==> src/sv/rfalu_pkg.sv <==
// rfalu_pkg: shared types and codes for the rational fraction ALU.
// No dependencies; imported by rfalu_reduce, rational_fraction_alu_core and the testbench.
`default_nettype none

package rfalu_pkg;

    typedef enum logic [1:0] {
        OP_ADD,
        OP_SUB,
        OP_MUL,
        OP_DIV
    } op_t;

    typedef enum logic {
        STATUS_OK,
        STATUS_UNDEF
    } status_t;

    typedef struct packed {
        op_t                op;
        logic signed [15:0] a_num;
        logic signed [15:0] a_den;
        logic signed [15:0] b_num;
        logic signed [15:0] b_den;
    } req_word_t;

    typedef struct packed {
        logic signed [31:0] res_num;
        logic        [30:0] res_den;
        status_t            status;
    } rsp_word_t;

    typedef enum logic [2:0] {
        ST_IDLE,
        ST_MUL1,
        ST_MUL2,
        ST_MUL3,
        ST_ABS,
        ST_RED,
        ST_OUT
    } core_state_t;

    typedef enum logic [1:0] {
        RS_IDLE,
        RS_GCD,
        RS_DIVN,
        RS_DIVD
    } red_state_t;

endpackage

`default_nettype wire

==> src/sv/rfalu_reduce.sv <==
// rfalu_reduce: binary GCD and two exact restoring divisions over one subtractor.
// Depends on rfalu_pkg.
`default_nettype none

module rfalu_reduce #(
    parameter int NW = 32
) (
    input  wire logic          clk,
    input  wire logic          rst_n,
    input  wire logic          start,
    input  wire logic [NW-1:0] num_mag,
    input  wire logic [NW-1:0] den_mag,
    output logic               done,
    output logic      [NW-1:0] red_num,
    output logic      [NW-1:0] red_den
);
    import rfalu_pkg::*;

    localparam int CW = $clog2(NW);

    red_state_t      state_reg, state_next;
    logic            done_reg, done_next;
    logic [NW-1:0]   u_reg, u_next;
    logic [NW-1:0]   v_reg, v_next;
    logic [NW-1:0]   ns_reg, ns_next;
    logic [NW-1:0]   ds_reg, ds_next;
    logic [NW-1:0]   rem_reg, rem_next;
    logic [NW-1:0]   quo_reg, quo_next;
    logic [NW-1:0]   rnum_reg, rnum_next;
    logic [NW-1:0]   rden_reg, rden_next;
    logic [CW-1:0]   cnt_reg, cnt_next;

    logic [NW:0]     shifted;
    logic [NW:0]     sub_a;
    logic [NW:0]     sub_b;
    logic [NW+1:0]   diff;
    logic            borrow;
    logic            qbit;

    // shared subtractor
    assign shifted = {rem_reg, quo_reg[NW-1]};
    assign sub_a   = (state_reg == RS_GCD) ? {1'b0, v_reg} : shifted;
    assign sub_b   = {1'b0, u_reg};
    assign diff    = {1'b0, sub_a} - {1'b0, sub_b};
    assign borrow  = diff[NW+1];

    always_comb
    begin
        state_next = state_reg;
        done_next  = 1'b0;
        u_next     = u_reg;
        v_next     = v_reg;
        ns_next    = ns_reg;
        ds_next    = ds_reg;
        rem_next   = rem_reg;
        quo_next   = quo_reg;
        rnum_next  = rnum_reg;
        rden_next  = rden_reg;
        cnt_next   = cnt_reg;
        qbit       = ~borrow;
        unique case (state_reg)
            RS_IDLE:
            begin
                if (start)
                begin
                    u_next     = num_mag;
                    v_next     = den_mag;
                    ns_next    = num_mag;
                    ds_next    = den_mag;
                    state_next = RS_GCD;
                end
            end
            RS_GCD:
            begin
                if (v_reg == '0)
                begin
                    rem_next   = '0;
                    quo_next   = ns_reg;
                    cnt_next   = '0;
                    state_next = RS_DIVN;
                end
                else if (!u_reg[0] && !v_reg[0])
                begin
                    // common factor of two comes off the operands too
                    u_next  = u_reg >> 1;
                    v_next  = v_reg >> 1;
                    ns_next = ns_reg >> 1;
                    ds_next = ds_reg >> 1;
                end
                else if (!u_reg[0])
                begin
                    u_next = u_reg >> 1;
                end
                else if (!v_reg[0])
                begin
                    v_next = v_reg >> 1;
                end
                else if (!borrow)
                begin
                    v_next = diff[NW-1:0];
                end
                else
                begin
                    u_next = v_reg;
                    v_next = u_reg;
                end
            end
            RS_DIVN, RS_DIVD:
            begin
                if (qbit)
                    rem_next = diff[NW-1:0];
                else
                    rem_next = shifted[NW-1:0];
                quo_next = {quo_reg[NW-2:0], qbit};
                cnt_next = cnt_reg + 1'b1;
                if (cnt_reg == CW'(NW-1))
                begin
                    if (state_reg == RS_DIVN)
                    begin
                        rnum_next  = quo_next;
                        rem_next   = '0;
                        quo_next   = ds_reg;
                        cnt_next   = '0;
                        state_next = RS_DIVD;
                    end
                    else
                    begin
                        rden_next  = quo_next;
                        done_next  = 1'b1;
                        state_next = RS_IDLE;
                    end
                end
            end
            default:
            begin
                state_next = RS_IDLE;
            end
        endcase
    end

    always_ff @(posedge clk or negedge rst_n)
    begin
        if (!rst_n)
        begin
            state_reg <= RS_IDLE;
            done_reg  <= 1'b0;
        end
        else
        begin
            state_reg <= state_next;
            done_reg  <= done_next;
        end
    end

    always_ff @(posedge clk)
    begin
        u_reg    <= u_next;
        v_reg    <= v_next;
        ns_reg   <= ns_next;
        ds_reg   <= ds_next;
        rem_reg  <= rem_next;
        quo_reg  <= quo_next;
        rnum_reg <= rnum_next;
        rden_reg <= rden_next;
        cnt_reg  <= cnt_next;
    end

    assign done    = done_reg;
    assign red_num = rnum_reg;
    assign red_den = rden_reg;

endmodule

`default_nettype wire

==> src/sv/rational_fraction_alu_core.sv <==
// rational_fraction_alu_core: top level of the rational fraction ALU.
// Depends on rfalu_pkg and rfalu_reduce.
//
// Usage: a request word carries op and two fractions a_num/a_den, b_num/b_den;
// the response word carries the reduced res_num/res_den and status. Both
// channels are valid/ready; a word moves when valid and ready are high together.
// The block works on one request at a time: req_ready is high only while idle.
// An undefined input (zero denominator, or divide by a zero fraction) goes straight
// to the output state. A zero numerator of the result skips the reduction.
// Otherwise the states ST_MUL1, ST_MUL2 and ST_MUL3 use the one shared multiplier,
// a sign fix-up follows, then the reduction: binary GCD at one shift, subtract or
// swap per cycle and two exact divisions of 2W quotient bits each (W =
// OPERAND_WIDTH), all on one subtractor.
// A finished response sits in an output register; a new request is taken while
// it waits, and a stalled receiver only holds back the next response.
// Reset clears the sequencer and drops any word in flight.
`default_nettype none

module rational_fraction_alu_core #(
    parameter int OPERAND_WIDTH = 16
) (
    input  wire logic                 clk,
    input  wire logic                 rst_n,
    input  wire logic                 req_valid,
    output logic                      req_ready,
    input  wire rfalu_pkg::req_word_t req_word,
    output logic                      rsp_valid,
    input  wire logic                 rsp_ready,
    output rfalu_pkg::rsp_word_t      rsp_word
);
    import rfalu_pkg::*;

    localparam int W  = OPERAND_WIDTH;
    localparam int NW = 2 * W;
    localparam int AW = NW + 2;
    localparam int RW = (W > 16) ? W : 16;
    localparam int XW = (NW > 32) ? NW : 32;

    core_state_t        state_reg, state_next;
    op_t                op_reg, op_next;
    logic [W:0]         an_reg, an_next;
    logic [W:0]         ad_reg, ad_next;
    logic [W:0]         bn_reg, bn_next;
    logic [W:0]         bd_reg, bd_next;
    logic signed [NW:0] p1_reg, p1_next;
    logic signed [NW:0] p2_reg, p2_next;
    logic signed [AW-1:0] acc_reg, acc_next;
    logic [NW-1:0]      den_reg, den_next;
    logic               den_neg_reg, den_neg_next;
    logic               num_neg_reg, num_neg_next;
    rsp_word_t          res_reg, res_next;
    rsp_word_t          rsp_word_reg, rsp_word_next;
    logic               rsp_valid_reg, rsp_valid_next;

    logic [W:0]         in_an, in_ad, in_bn, in_bd;
    logic               in_undef;
    logic [W-1:0]       mul_a, mul_b;
    logic               mul_neg;
    logic [NW-1:0]      prod;
    logic signed [NW:0] sprod;
    logic signed [AW-1:0] acc_abs;
    logic [NW-1:0]      num_mag;
    logic               red_start;
    logic               red_done;
    logic [NW-1:0]      red_num, red_den;
    logic [XW-1:0]      nm_x, sn_x, dm_x;
    logic               load_out;

    // operand as {sign, magnitude}
    function automatic logic [W:0] read_op(input logic [15:0] raw);
        logic [RW-1:0] ext;
        logic [W-1:0]  v;
        ext = RW'(raw);
        v   = ext[W-1:0];
        return {v[W-1], (v[W-1] ? (~v + 1'b1) : v)};
    endfunction

    assign in_an = read_op(req_word.a_num);
    assign in_ad = read_op(req_word.a_den);
    assign in_bn = read_op(req_word.b_num);
    assign in_bd = read_op(req_word.b_den);
    assign in_undef = (in_ad[W-1:0] == '0) || (in_bd[W-1:0] == '0)
                   || ((req_word.op == OP_DIV) && (in_bn[W-1:0] == '0));

    // shared multiplier operand select
    always_comb
    begin
        mul_a   = ad_reg[W-1:0];
        mul_b   = bn_reg[W-1:0];
        mul_neg = ad_reg[W] ^ bn_reg[W] ^ (op_reg == OP_SUB);
        case (state_reg)
            ST_MUL1:
            begin
                mul_a = an_reg[W-1:0];
                if (op_reg == OP_MUL)
                begin
                    mul_b   = bn_reg[W-1:0];
                    mul_neg = an_reg[W] ^ bn_reg[W];
                end
                else
                begin
                    mul_b   = bd_reg[W-1:0];
                    mul_neg = an_reg[W] ^ bd_reg[W];
                end
            end
            ST_MUL3:
            begin
                if (op_reg == OP_DIV)
                begin
                    mul_b   = bn_reg[W-1:0];
                    mul_neg = ad_reg[W] ^ bn_reg[W];
                end
                else
                begin
                    mul_b   = bd_reg[W-1:0];
                    mul_neg = ad_reg[W] ^ bd_reg[W];
                end
            end
            default:
            begin
                mul_a = ad_reg[W-1:0];
            end
        endcase
    end

    assign prod  = NW'(mul_a) * NW'(mul_b);
    assign sprod = mul_neg ? -$signed({1'b0, prod}) : $signed({1'b0, prod});

    assign acc_abs = acc_reg[AW-1] ? -acc_reg : acc_reg;
    assign num_mag = acc_abs[NW-1:0];

    assign nm_x = XW'(red_num);
    assign dm_x = XW'(red_den);
    assign sn_x = (num_neg_reg ^ den_neg_reg) ? (~nm_x + 1'b1) : nm_x;

    always_comb
    begin
        state_next    = state_reg;
        op_next       = op_reg;
        an_next       = an_reg;
        ad_next       = ad_reg;
        bn_next       = bn_reg;
        bd_next       = bd_reg;
        p1_next       = p1_reg;
        p2_next       = p2_reg;
        acc_next      = acc_reg;
        den_next      = den_reg;
        den_neg_next  = den_neg_reg;
        num_neg_next  = num_neg_reg;
        res_next      = res_reg;
        req_ready     = 1'b0;
        red_start     = 1'b0;
        load_out      = 1'b0;
        unique case (state_reg)
            ST_IDLE:
            begin
                req_ready = 1'b1;
                if (req_valid)
                begin
                    op_next = req_word.op;
                    an_next = in_an;
                    ad_next = in_ad;
                    bn_next = in_bn;
                    bd_next = in_bd;
                    if (in_undef)
                    begin
                        res_next.res_num = '0;
                        res_next.res_den = '0;
                        res_next.status  = STATUS_UNDEF;
                        state_next       = ST_OUT;
                    end
                    else
                    begin
                        state_next = ST_MUL1;
                    end
                end
            end
            ST_MUL1:
            begin
                p1_next    = sprod;
                state_next = ST_MUL2;
            end
            ST_MUL2:
            begin
                if ((op_reg == OP_ADD) || (op_reg == OP_SUB))
                    p2_next = sprod;
                else
                    p2_next = '0;
                state_next = ST_MUL3;
            end
            ST_MUL3:
            begin
                den_next     = prod;
                den_neg_next = mul_neg;
                acc_next     = AW'(p1_reg) + AW'(p2_reg);
                state_next   = ST_ABS;
            end
            ST_ABS:
            begin
                num_neg_next = acc_reg[AW-1];
                if (num_mag == '0)
                begin
                    res_next.res_num = '0;
                    res_next.res_den = 31'd1;
                    res_next.status  = STATUS_OK;
                    state_next       = ST_OUT;
                end
                else
                begin
                    red_start  = 1'b1;
                    state_next = ST_RED;
                end
            end
            ST_RED:
            begin
                if (red_done)
                begin
                    res_next.res_num = sn_x[31:0];
                    res_next.res_den = dm_x[30:0];
                    res_next.status  = STATUS_OK;
                    state_next       = ST_OUT;
                end
            end
            ST_OUT:
            begin
                if (!rsp_valid_reg || rsp_ready)
                begin
                    load_out   = 1'b1;
                    state_next = ST_IDLE;
                end
            end
            default:
            begin
                state_next = ST_IDLE;
            end
        endcase
    end

    always_comb
    begin
        rsp_word_next  = rsp_word_reg;
        rsp_valid_next = rsp_valid_reg;
        if (load_out)
        begin
            rsp_word_next  = res_reg;
            rsp_valid_next = 1'b1;
        end
        else if (rsp_ready)
        begin
            rsp_valid_next = 1'b0;
        end
    end

    rfalu_reduce #(
        .NW (NW)
    ) u_reduce (
        .clk     (clk),
        .rst_n   (rst_n),
        .start   (red_start),
        .num_mag (num_mag),
        .den_mag (den_reg),
        .done    (red_done),
        .red_num (red_num),
        .red_den (red_den)
    );

    always_ff @(posedge clk or negedge rst_n)
    begin
        if (!rst_n)
        begin
            state_reg     <= ST_IDLE;
            rsp_valid_reg <= 1'b0;
        end
        else
        begin
            state_reg     <= state_next;
            rsp_valid_reg <= rsp_valid_next;
        end
    end

    always_ff @(posedge clk)
    begin
        op_reg       <= op_next;
        an_reg       <= an_next;
        ad_reg       <= ad_next;
        bn_reg       <= bn_next;
        bd_reg       <= bd_next;
        p1_reg       <= p1_next;
        p2_reg       <= p2_next;
        acc_reg      <= acc_next;
        den_reg      <= den_next;
        den_neg_reg  <= den_neg_next;
        num_neg_reg  <= num_neg_next;
        res_reg      <= res_next;
        rsp_word_reg <= rsp_word_next;
    end

    assign rsp_valid = rsp_valid_reg;
    assign rsp_word  = rsp_word_reg;

endmodule

`default_nettype wire

==> config.mk <==
export PLATFORM = sky130hd
export DESIGN_NAME = rational_fraction_alu_core
export DESIGN_NICKNAME = d
export VERILOG_FILES = /design/src/sv/rfalu_pkg.sv /design/src/sv/rfalu_reduce.sv /design/src/sv/rational_fraction_alu_core.sv
export SDC_FILE = /design/constraint.sdc
export NUM_CORES = 2
export LEC_CHECK = 0
export BUFFER_PORTS_ARGS = -buffer_cell sky130_fd_sc_hd__buf_2
export CAP_MARGIN = 20
export CORE_ASPECT_RATIO = 2
export CORE_MARGIN = 2
export CORE_UTILIZATION = 60
export CTS_CLUSTER_SIZE = 28
export DETAILED_ROUTE_END_ITERATION = 7
export GPL_TIMING_DRIVEN = 0
export PLACE_DENSITY = 0.76
export SYNTH_ARGS = -nofsm -noshare
export SYNTH_HDL_FRONTEND = slang
export SYNTH_SLANG_ARGS = --single-unit
==> constraint.sdc <==
create_clock -name clk -period 13.11 [get_ports clk]
set_input_delay 1.9665 -clock clk [delete_from_list [all_inputs] [get_ports clk]]
set_output_delay 1.9665 -clock clk [all_outputs]
set_load 0.02 [all_outputs]
==> flow_summary.toml <==
[finish]
drive_above_1_share = 0.0870
fin_cells = 4702
final_nets = 4306
syn_to_final_growth_pct = 9.62
fillers = 5013
utilization = 0.663
antenna_cells = 0

[critical_path]
cp_data_required_time_ns = 13.47
crit_path_start_kind = "register"
critPathMaxStageDelay_ns = 0.64
rrSetupSlack_ns = 2.00
crit_arrival_ns = 11.47
crit_path_end_kind = "register"
critPathKind = "reg -> reg"
path_max_fanout = 35
cpMostUsedCell = "fa_1"
slowest_stage = "nor2_1"

[detailed_routing]
routed_wl_mm = 106
drc = 0
vias_per_cell = 6.10
ant_nets = 0
dr.pass1.iters = 7
wl_per_cell_um = 22.6
vias = 28700
first_iter_violations = 2537

[run_status]
outcome = "complete, no violations"

[sta]
slew_violations = 0
finalClockSkew_ns = 0.0600
relSlewSlack = 0.217
hold_viol = 0
finalSetupTns_ns = 0
setup_viol = 0
rsz0062_at_grt = "false"
finalCriticalPeriod_ns = 11.11
fmax_mhz = 90.0
post-route-period-util = 0.847
worstMarginPinSlew_ns = 1.14

[grt]
grt_pass1_vias = 28600
grt-ovfl-total = 0
grt_pass1_wl_mm = 162
grt_max_degree = 71
grt.total_usage = 0.320
antenna_found_initial = 1

[synthesis]
yosys_warnings = 0
synth-edff-count = 591
synth.avg_cell_area_um2 = 10.6
synth_cells = 3659
yosysSeqAreaShare = 0.460
yosysUniqueCellTypes = 89
syn_nets = 4108
yosys_most_used_dff = "edfxtp_1"
syn_area_um2 = 38900
synth-seq-cells = 598
ys_async_sr_fraction = 0.0117

[floorplan]
start_util = 0.604
rows = 132
io_pins = 136
core_um2 = 64400
die_area_um2 = 67100
dieHeight_um = 364
die_width_um = 184

[clock_network]
holdBufCountCts = 0
cts.sinks = 598
cts_tree = "built"
insertion_delay_ns = 0.64
cts_setup_buffers = 0
path_clk_slew_ns = 0.07
cts_resized = 0
clock_path_buffers = 3
cts_buffers = 52
htree_levels = 2
cts-root-buf = "clkbuf_16"

[hold_path]
hold_path.class = "reg -> reg"

[placement]
io_buffers = 133
dpl.hpwl_mm = 83.2
gp_congestion = 1.00
post-place-cells = 4607

[job]
maxCapViolations = 0
-- through the flow --
stage          hold slack (ns)  setup WS (ns)  instance area (µm²)
2_1_floorplan            0.400           3.27                38900
6_report                 0.416           2.00                42700
4_1_cts                  0.415           2.14                42700
3_5_place_dp             0.405           2.18                40900
3_3_place_gp             0.401          0.850                40600
5_1_grt                  0.425           1.35                42700
-- cells by family after synthesis --
kind of cell / share of synthesized area
compound gates: 0.113
xor+xnor: 0.0495
fa+ha+maj: 0.160
buf+inv: 0.0530
flops: 0.460
mux: 0.0283
simple gates: 0.136
-- routing by layer --
metal | share of wire | track usage | wire length [µm]
met4 | 0.066 | 0.183 | 7000
met1 | 0.38 | 0.392 | 39900
met2 | 0.48 | 0.541 | 51400
met3 | 0.074 | 0.0461 | 7840
met5 | 0 | 0 | 0
-- cell type report --
cell class | instances | area (µm²) | area share
plain buffers | 146 | 603 | 0.0141
multi-input cells | 2525 | 19000 | 0.445
well taps | 804 | 1010 | 0.0236
inverters | 390 | 1460 | 0.0343
clock buffers | 56 | 1320 | 0.0308
flip-flops and latches | 598 | 17900 | 0.420
repair buffers | 144 | 908 | 0.0213
clock inverters | 39 | 463 | 0.0108
-- worst paths after layout --
check                             start            to  cells past startpoint
setup / recovery           state_reg[2]    p2_reg[31]                     30
hold / removal              res_reg[46]  rsp_word[46]                      0
setup reg to reg           state_reg[2]    p2_reg[31]                     30
hold reg to reg             res_reg[46]  rsp_word[46]                      0
max in group asynchronous         rst_n  state_reg[1]                      1
min in group asynchronous         rst_n     rsp_valid                      1
-- synth_stat cells, types with 16 or more instances --
| master | number | share of area |
|---|---|---|
| edfxtp_1 | 591 | 0.46 |
| nand2_1 | 461 | 0.044 |
| inv_1 | 390 | 0.038 |
| nor2_1 | 298 | 0.029 |
| a21oi_1 | 220 | 0.028 |
| fa_1 | 196 | 0.10 |
| ha_1 | 183 | 0.059 |
| xnor2_1 | 166 | 0.037 |
| clkbuf_1 | 127 | 0.012 |
| o21ai_0 | 120 | 0.015 |
| mux2i_1 | 66 | 0.017 |
| and2_1 | 64 | 0.010 |
| a21o_1 | 63 | 0.012 |
| xor2_1 | 54 | 0.012 |
| nor2b_1 | 48 | 0.0077 |
| nand3_1 | 43 | 0.0055 |
| mux2_2 | 38 | 0.011 |
| nand2b_1 | 35 | 0.0056 |
| nor3_1 | 34 | 0.0044 |
| a22oi_1 | 33 | 0.0064 |
| o31ai_1 | 33 | 0.0064 |
| o211ai_1 | 27 | 0.0052 |
| nor4_1 | 24 | 0.0039 |
| o21a_1 | 24 | 0.0046 |
| or3_1 | 23 | 0.0037 |
| a41oi_1 | 20 | 0.0045 |
| or2_2 | 20 | 0.0032 |
| a31oi_1 | 18 | 0.0029 |
| or4_1 | 18 | 0.0035 |
| nand4_1 | 16 | 0.0026 |
-- placed cells by master, fill, tap and decap left out, types with 10 or more instances in the layout --
cell type	count
buf_2	136
a41oi_1	20
o41ai_1	14
o21a_1	23
clkbuf_16	52
clkbuf_1	130
and2_1	61
o21ai_0	120
mux2_2	38
or2_2	20
nor2b_1	47
a21oi_1	220
a22oi_1	33
buf_1	10
nor4_1	24
ha_1	183
or4_1	18
and3_1	14
o21bai_1	10
nand3_1	43
nor3_1	34
nand2_1	461
o31ai_1	33
edfxtp_1	591
o211ai_1	27
a21o_1	63
inv_1	390
nand4_1	16
xnor2_1	166
xor2_1	54
nand2b_1	35
a31oi_1	18
a211oi_1	15
fa_1	196
or3_1	23
mux2i_1	66
nor2_1	295
-- worst max-delay path, delay by kind of cell, from the launching register on --
family                   cells  cell delay, ns
AND/OR/NAND/NOR              6            1.99
AO/OA/AOI/OAI                5            1.80
buffers and inverters        9            1.84
flip-flops                   1            0.40
XOR/XNOR                     1            0.38
multiplexers                 2            0.97
adder cells (fa/ha/maj)      7            3.44
Power is not shown: default switching activity piles up to over one toggle a cycle in this logic, so the estimate is an artifact.
